==> src/rtl/msg_pkg.sv <==
// Shared constants, codes and types of the momentum signal generator.
`timescale 1ns / 1ps

package msg_pkg;

   localparam int SYMBOLS        = 256;
   localparam int ADDR_BITS      = $clog2(SYMBOLS);
   localparam int SYM_BITS       = 8;
   localparam int PRICE_BITS     = 32;
   localparam int MID_BITS       = PRICE_BITS + 1;
   localparam int THR_BITS       = 24;
   localparam int FRAC_BITS      = 24;
   localparam int PROD_BITS      = MID_BITS + FRAC_BITS;
   localparam int TIME_BITS      = 32;
   localparam int TAG_BITS       = 32;
   localparam int CSR_DATA_BITS  = 32;
   localparam int CSR_INDEX_BITS = 2;

   localparam logic [THR_BITS-1:0]  THRESHOLD_RESET    = THR_BITS'(16777);
   localparam logic [TIME_BITS-1:0] MIN_INTERVAL_RESET = TIME_BITS'(100);
   localparam logic [TAG_BITS-1:0]  STRATEGY_TAG_RESET = TAG_BITS'(1001);

   typedef enum logic [CSR_INDEX_BITS-1:0] {
      CSR_THRESHOLD    = 2'd0,
      CSR_MIN_INTERVAL = 2'd1,
      CSR_STRATEGY_TAG = 2'd2
   } csr_index_type;

   typedef struct packed {
      logic [THR_BITS-1:0]  threshold;
      logic [TIME_BITS-1:0] min_interval;
      logic [TAG_BITS-1:0]  strategy_tag;
   } cfg_type;

   typedef struct packed {
      logic emit;
      logic direction;
   } decision_type;

endpackage

==> src/rtl/msg_csr.sv <==
// Configuration register file: threshold, minimum interval and strategy tag.
`timescale 1ns / 1ps

module msg_csr (
   input  logic                                clock,
   input  logic                                reset,
   input  logic                                csr_write_en,
   input  logic [msg_pkg::CSR_INDEX_BITS-1:0]  csr_index,
   input  logic [msg_pkg::CSR_DATA_BITS-1:0]   csr_wdata,
   output msg_pkg::cfg_type                    cfg
);

   msg_pkg::cfg_type cfg_ff;
   msg_pkg::cfg_type cfg_in;

   always_comb begin
      cfg_in = cfg_ff;
      if (csr_write_en) begin
         case (msg_pkg::csr_index_type'(csr_index))
            msg_pkg::CSR_THRESHOLD: begin
               cfg_in.threshold = csr_wdata[msg_pkg::THR_BITS-1:0];
            end
            msg_pkg::CSR_MIN_INTERVAL: begin
               cfg_in.min_interval = csr_wdata[msg_pkg::TIME_BITS-1:0];
            end
            msg_pkg::CSR_STRATEGY_TAG: begin
               cfg_in.strategy_tag = csr_wdata[msg_pkg::TAG_BITS-1:0];
            end
            default: begin
               // unmapped index: drop the write
               cfg_in = cfg_ff;
            end
         endcase
      end
   end

   always_ff @(posedge clock) begin
      if (reset) begin
         cfg_ff.threshold    <= msg_pkg::THRESHOLD_RESET;
         cfg_ff.min_interval <= msg_pkg::MIN_INTERVAL_RESET;
         cfg_ff.strategy_tag <= msg_pkg::STRATEGY_TAG_RESET;
      end else begin
         cfg_ff <= cfg_in;
      end
   end

   assign cfg = cfg_ff;

endmodule

==> config.mk <==
export PLATFORM = sky130hd
export DESIGN_NAME = msg_csr
export DESIGN_NICKNAME = d
export VERILOG_FILES = /design/src/rtl/msg_pkg.sv /design/src/rtl/msg_csr.sv
export SDC_FILE = /design/constraint.sdc
export NUM_CORES = 1
export LEC_CHECK = 0
export BUFFER_PORTS_ARGS = -buffer_cell sky130_fd_sc_hd__buf_2
export CAP_MARGIN = 25
export CORE_ASPECT_RATIO = 1.4
export CORE_MARGIN = 1.5
export CORE_UTILIZATION = 37
export DETAILED_ROUTE_END_ITERATION = 16
export PLACE_DENSITY = 0.67
export SLEW_MARGIN = 40
export SYNTH_ARGS = -nofsm -noshare
export SYNTH_HDL_FRONTEND = slang
export SYNTH_SLANG_ARGS = --single-unit
==> constraint.sdc <==
create_clock -name clock -period 1.7 [get_ports clock]
set_input_delay 0.255 -clock clock [delete_from_list [all_inputs] [get_ports clock]]
set_output_delay 0.255 -clock clock [all_outputs]
set_load 0.02 [all_outputs]
==> impl_metrics.env <==
export IMPL_clock_skew_ps=0
export IMPL_avgSynthCellArea_um2=10.7
export IMPL_grt_overflow_total=0
export IMPL_dieArea_um2=10300
export IMPL_finalWorstPathRequiredPeriod_ps=1110
export IMPL_relSlewSlack_pct=69.5
export IMPL_antenna_found_initial=0
export IMPL_grt_pass1_vias=2560
export IMPL_grt_pass1_wl_um=12100
export IMPL_syn_instance_count=335
export IMPL_layout_commonest_cell="buf_2"
export IMPL_ios=125
export IMPL_critPathCaptureType="primary output"
export IMPL_drt_met1_wl_um=3310
export IMPL_slew_viol_final=0
export IMPL_portBuffers=124
export IMPL_area_growth_pct=27.9
export IMPL_final_cell_mix="buf_2, nand2b_1, mux2i_1, dfxtp_1, nor2_1"
export IMPL_cts_root_to_sink_buffers=2
export IMPL_finalSetupViolCount=0
export IMPL_peakVddDrop_uv=551
export IMPL_met3_length_um=306
export IMPL_fill_cells=911
export IMPL_multiInputGateArea_um2=1680
export IMPL_core_area_um2=9460
export IMPL_start_util_pct=38.0
export IMPL_chipHeight_um=120
export IMPL_drtPass1Iterations=4
export IMPL_cts_resized=0
export IMPL_tightest_slew_ps=458
export IMPL_fin_util_pct=48.6
export IMPL_die_width_um=86.3
export IMPL_cts_root_buffer="clkbuf_16"
export IMPL_worstHoldPathType="in -> reg"
export IMPL_slowest_delay_ps=350
export IMPL_hold_buffers=0
export IMPL_vias_per_cell=4.61
export IMPL_drt_iter0_drc=46
export IMPL_syn_area_um2=3600
export IMPL_cp_required_ps=1440
export IMPL_post_cts_setup_buffers=0
export IMPL_crit_type="reg -> out"
export IMPL_rsz0062_at_grt="no"
export IMPL_ys_ff_latch=88
export IMPL_path_cells="buf_2"
export IMPL_wl_met2_um=3750
export IMPL_largest_reg_flops=88
export IMPL_layout_nets=488
export IMPL_place_hpwl_um=5180
export IMPL_htree_levels=3
export IMPL_ys_types=12
export IMPL_clock_sinks=88
export IMPL_hold_violations=0
export IMPL_synth_warnings=0
export IMPL_final_layout_size_suffix_gt1_share_pct=32.5
export IMPL_timing_max_cap_violations=0
export IMPL_max_freq_ghz=0.902
export IMPL_wirelength_um=7570
export IMPL_p_leak_nw=2.25
export IMPL_power_mw=4.68
export IMPL_grt_max_degree=130
export IMPL_gp_congestion=0.747
export IMPL_drcViolationCount=0
export IMPL_cts_tree="built"
export IMPL_num_rows=42
export IMPL_yosysSeqAreaShare_pct=49.0
export IMPL_status="completed"
export IMPL_antenna_cells=0
export IMPL_regArea_um2=1760
export IMPL_period_share_pct=65.2
export IMPL_clkTransAtPathRegs_ps=60
export IMPL_cp_arrival_ps=850
export IMPL_crit_family="flip-flops"
export IMPL_cp_max_fo=2
export IMPL_highest_signal_layer="met4"
export IMPL_crit_path_start_kind="flip-flop"
export IMPL_cellPowerDensity_nw_per_um2=1020
export IMPL_drtAntennaViolNets=0
export IMPL_path_buf_inv=1
export IMPL_cts_buffers=9
export IMPL_post_drt_wl_per_cell_um=13.4
export IMPL_vias=2612
export IMPL_clock_latency_ps=330
export IMPL_setup_tns_ps=0
export IMPL_grt_use_total_pct=15.0
export IMPL_syn_nets=372
export IMPL_crit_slowest_cell="dfxtp_1"
export IMPL_hold_ws_ps=199
[synthesized netlist by cell type]
master	count	area, um2
and3b_1	1	8.76
buf_2	5	25.0
buf_4	1	7.51
buf_6	8	90.1
clkbuf_1	11	41.3
dfxtp_1	88	1760
mux2i_1	88	881
nand2b_1	105	657
nand3b_1	2	15.0
nor2_1	24	90.1
nor3b_2	1	12.5
or3b_1	1	8.76
[where the power goes]
group	leakage (nW)	switching (mW)	internal, mW	total (mW)
Combinational	1.38	0.269	0.207	0.476
Clock	0.155	0.771	1.26	2.03
Sequential	0.716	0.0362	2.14	2.17
[kinds of logic after synthesis]
logic type    synth area share [%]
flops                         49.0
buf+inv                       4.56
mux                           24.5
simple gates                  22.0
[path summary, 6_finish.rpt]
check	start	cells past startpoint	end	slack (ps)
worst min register to register	cfg[58]	2	cfg[58]	470
worst max-delay path	cfg[52]	1	cfg[52]	590
worst min-delay path	csr_wdata[8]	3	cfg[40]	200
worst max register to register	cfg[6]	2	cfg[6]	1050
[layer usage]
layer	global-route usage, %	up-vias
li1	-	1327
met1	17.8	1201
met2	25.0	69
met3	2.61	15
met4	8.47	0
met5	0	-
[per-stage QoR]
stage,setup slack (ps),instances,cell area (um2)
finish,591,566,4600
global placement,437,550,4280
floorplan,701,335,3600
detailed placement,413,550,4280
global route,558,566,4600
CTS,578,566,4600
[final cells by class]
cell class / instances / share of cell area (%)
Sequential cell: 88 / 38.3
Clock inverter: 4 / 1.12
Tap cell: 110 / 2.99
Multi-Input combinational cell: 222 / 36.5
Clock buffer: 12 / 5.79
Timing Repair Buffer: 130 / 15.3
Note: power is estimated with default switching activity, not from simulation.
