--- src/rtl/msg_pkg.sv ---
// Shared constants, codes and types of the momentum signal generator.
`timescale 1ns / 1ps

package msg_pkg;

   localparam int SYMBOLS        = 256;
   localparam int ADDR_BITS      = $clog2(SYMBOLS);
   localparam int SYM_BITS       = 8;
   localparam int PRICE_BITS     = 32;
   localparam int MID_BITS       = PRICE_BITS + 1;
   localparam int THR_BITS       = 24;
   localparam int FRAC_BITS      = 24;
   localparam int PROD_BITS      = MID_BITS + FRAC_BITS;
   localparam int TIME_BITS      = 32;
   localparam int TAG_BITS       = 32;
   localparam int CSR_DATA_BITS  = 32;
   localparam int CSR_INDEX_BITS = 2;

   localparam logic [THR_BITS-1:0]  THRESHOLD_RESET    = THR_BITS'(16777);
   localparam logic [TIME_BITS-1:0] MIN_INTERVAL_RESET = TIME_BITS'(100);
   localparam logic [TAG_BITS-1:0]  STRATEGY_TAG_RESET = TAG_BITS'(1001);

   typedef enum logic [CSR_INDEX_BITS-1:0] {
      CSR_THRESHOLD    = 2'd0,
      CSR_MIN_INTERVAL = 2'd1,
      CSR_STRATEGY_TAG = 2'd2
   } csr_index_type;

   typedef struct packed {
      logic [THR_BITS-1:0]  threshold;
      logic [TIME_BITS-1:0] min_interval;
      logic [TAG_BITS-1:0]  strategy_tag;
   } cfg_type;

   typedef struct packed {
      logic emit;
      logic direction;
   } decision_type;

endpackage

--- src/rtl/msg_decide.sv ---
// Signal decision: relative move against threshold and minimum signal interval.
`timescale 1ns / 1ps

module msg_decide (
   input  logic [msg_pkg::MID_BITS-1:0]  new_mid,
   input  logic [msg_pkg::MID_BITS-1:0]  old_mid,
   input  logic                          price_seen,
   input  logic [msg_pkg::TIME_BITS-1:0] signal_time,
   input  logic                          signal_seen,
   input  logic [msg_pkg::TIME_BITS-1:0] now_ms,
   input  msg_pkg::cfg_type              cfg,
   output msg_pkg::decision_type         decision
);

   logic                           rise;
   logic [msg_pkg::MID_BITS-1:0]   move;
   logic [msg_pkg::PROD_BITS-1:0]  lhs;
   logic [msg_pkg::PROD_BITS-1:0]  rhs;
   logic [msg_pkg::TIME_BITS-1:0]  elapsed;
   logic                           time_ok;

   assign rise = new_mid > old_mid;
   assign move = rise ? (new_mid - old_mid) : (old_mid - new_mid);

   // move * 2^24 against threshold * old, both exact
   assign lhs = {move, {msg_pkg::FRAC_BITS{1'b0}}};
   assign rhs = msg_pkg::PROD_BITS'(cfg.threshold) * msg_pkg::PROD_BITS'(old_mid);

   // elapsed time wraps modulo 2^32
   assign elapsed = now_ms - signal_time;
   assign time_ok = !signal_seen || (elapsed >= cfg.min_interval);

   always_comb begin
      decision.emit = price_seen && (old_mid != '0) && (move != '0) && time_ok
                      && (lhs > rhs);
      decision.direction = !rise;
   end

endmodule

--- config.mk ---
export PLATFORM = sky130hd
export DESIGN_NAME = msg_decide
export DESIGN_NICKNAME = d
export VERILOG_FILES = /design/src/rtl/msg_pkg.sv /design/src/rtl/msg_decide.sv
export SDC_FILE = /design/constraint.sdc
export NUM_CORES = 2
export LEC_CHECK = 0
export BUFFER_PORTS_ARGS = -buffer_cell sky130_fd_sc_hd__buf_2
export CORE_ASPECT_RATIO = 2
export CORE_UTILIZATION = 55
export DETAILED_ROUTE_END_ITERATION = 16
export PLACE_DENSITY = 0.83
export SYNTH_ARGS = -nofsm -noshare
export SYNTH_HDL_FRONTEND = slang
export SYNTH_SLANG_ARGS = --single-unit
--- constraint.sdc ---
create_clock -name vclk -period 13.8
set_input_delay 2.76 -clock vclk [all_inputs]
set_output_delay 2.76 -clock vclk [all_outputs]
set_load 0.02 [all_outputs]
==> impl_metrics.toml <==
[run_status]
status = "finished with violations"
violations = "setup timing"

[sta]
tightest_slew_ns = 0.9711
fin_crit_ns = 15.19
setup_viol = 1
fin_crit_sh = 1.101
maxSlewViolCount = 0
hold_viol = 0
max_freq_mhz = 65.83
timing.final.ws_setup_ns = -1.391
rsz0062_at_grt = "true"
slew_headroom = 0.3458

[floorplanning]
die-area_um2 = 59560
die_h_um = 344.1
start_util = 0.5548
io_pins = 222
design.core.area_um2 = 58020
rows = 125
die_w_um = 173.1

[global_routing]
grt_pass1_vias = 32779
grt-ovfl-total = 0
grt.total_usage = 0.3579
antenna_found_initial = 2
grt_pass1_wl_mm = 163.3
grt_max_degree = 24

[synth]
netlist_area_um2 = 32190
syn_inst = 3900
avgSynthCellArea_um2 = 8.254
syn_nets = 5147
yosysWarnings = 0
seq_area_frac_synth = 0
ys_types = 84

[cells_and_area]
regArea_um2 = 0
seq_cells = 0
n_clock_buffer = 0
layout.nets = 5494
syn_to_final_growth_pct = 12.99
drive_gt1_frac = 0.1425
fin_area_um2 = 36370

[route]
via_count = 28998
drc = 0
drtAntennaViolNets = 0
drt-initial-drc-count = 1594
via_per_inst = 5.790
routed_wl_mm = 103.1
routedWlPerCell_um = 20.58
drt-pass1-iter-count = 6

[placement]
hpwlAfterDp_mm = 87.99
dpl_cell_area_um2 = 36030
numPortBuffers = 190
gp_congestion = 0.9739

[clock_tree]
postCtsHoldBufs = 0

[worst_setup_path]
crit_top_cell = "buf_4"
slowest_delay_ns = 0.72
slowest_stage = "fa_1"
cp.arrival_ns = 12.43
path_class = "in2out"
path_max_fanout = 15
critPathCaptureType = "primary output"
required_ns = 11.04
critPathLaunchType = "input pin"

[flow_run]
drv_cap = 0

[worst_hold_path]
hold_class = "in2out"
metal layers:
layer | track usage | vias to the layer above | wire length [um]
li1 | - | 12546 | -
met1 | 0.3167 | 14223 | 29660
met2 | 0.6635 | 1480 | 53490
met3 | 0.05798 | 747 | 6977
met4 | 0.3756 | 2 | 12940
met5 | 0 | - | 12
through the flow:
step	cells	hold slack (ns)	TNS, ns	utilization	setup WS, ns
3_3_place_gp	4992	6.403	-1.438	0.6209	-1.438
4_1_cts	5005	6.399	-1.217	0.6257	-1.217
3_5_place_dp	4992	6.397	-1.502	0.6209	-1.502
5_1_grt	5008	6.425	-1.702	0.6269	-1.702
2_1_floorplan	3900	5.860	-0.2535	-	-0.2535
6_report	5008	6.452	-1.391	0.6269	-1.391
worst max-delay path, delay by kind of cell:
family,cells,cell delay (ns)
simple gates,5,0.83
xor+xnor,1,0.09
compound gates,12,2.14
buf+inv,18,2.35
fa+ha+maj,9,4.21
cell type report:
class | count | area (um2)
inverters | 899 | 3377
diodes | 1 | 2.502
multi-input cells | 2812 | 28210
well taps | 762 | 953.4
repair buffers | 534 | 3831
fillers | 4712 | 21650
layout by cell type, fill, tap and decap left out, types with 27 or more instances in the layout:
cell type | Yosys | final
buf_2 | 20 | 161
buf_4 | 0 | 348
nand2_1 | 527 | 524
o21ai_0 | 94 | 92
and2_1 | 374 | 372
inv_1 | 898 | 897
nor2_1 | 87 | 87
xor2_1 | 37 | 37
nand3_1 | 31 | 31
nand4_1 | 32 | 32
a21oi_1 | 135 | 132
o21a_1 | 28 | 28
nor3_1 | 28 | 27
nand2b_1 | 27 | 27
ha_1 | 344 | 342
xnor2_1 | 55 | 55
a21o_1 | 61 | 61
fa_1 | 683 | 674
nor2b_1 | 27 | 27
synth_stat cells, drive strengths merged (3+ instances only):
master / instances / area, um2
and4: 4 / 35.03
o41ai: 5 / 43.79
o31ai: 9 / 67.56
o211ai: 14 / 105.1
xnor2: 55 / 481.7
a221oi: 9 / 78.83
a2111oi: 6 / 58.80
a31oi: 14 / 87.58
or2: 14 / 87.58
nand2: 528 / 1989
a21oi: 137 / 700.7
nor2: 87 / 326.6
clkbuf: 157 / 591.8
or3: 13 / 86.33
nor3b: 4 / 30.03
ha: 344 / 4304
o21bai: 10 / 75.07
mux2i: 11 / 110.1
a311oi: 4 / 35.03
buf: 32 / 190.2
o22ai: 6 / 37.54
nor3: 28 / 140.1
and3: 8 / 50.05
o211a: 7 / 77.58
a221o: 4 / 40.04
o21ai: 97 / 496.7
a21o: 63 / 475.5
a211o: 7 / 61.31
o2111ai: 4 / 35.03
a211oi: 17 / 132.6
inv: 899 / 3377
xor2: 37 / 324.1
nand2b: 27 / 168.9
fa: 683 / 13670
a21boi: 4 / 30.03
nor4: 19 / 131.4
nand3: 32 / 165.2
nand4: 32 / 200.2
and2: 374 / 2340
o21a: 29 / 225.2
nor2b: 27 / 168.9
o41a: 3 / 33.78
a22oi: 3 / 22.52
nand3b: 3 / 22.52
final timing paths:
check	start	to	slack [ns]	cells after the start
worst max-delay path	cfg[78]	decision[1]	-1.39	45
worst min-delay path	price_seen	decision[1]	6.45	7
timing repair:
action	4_1_cts	5_1_grt
gates resized for setup	57	12
endpoints found under the setup margin	1	1
pin swaps	24	15
cloned	0	0
setup buffers	13	2
kinds of logic (layout without fill, tap and decap cells):
family | after synthesis | count (layout) | synth area share
AND/OR/NAND/NOR | 1210 | 1210 | 0.1874
adder cells (fa/ha/maj) | 1027 | 1027 | 0.5584
XOR/XNOR | 92 | 92 | 0.02503
AO/OA/AOI/OAI | 471 | 471 | 0.09620
other | 0 | 1 | 0
multiplexers | 12 | 12 | 0.003770
buffers and inverters | 1088 | 1433 | 0.1292
Power is left out: the tool's default activity adds up to more than one toggle a clock period on the data nets, which glitch-free logic cannot reach.
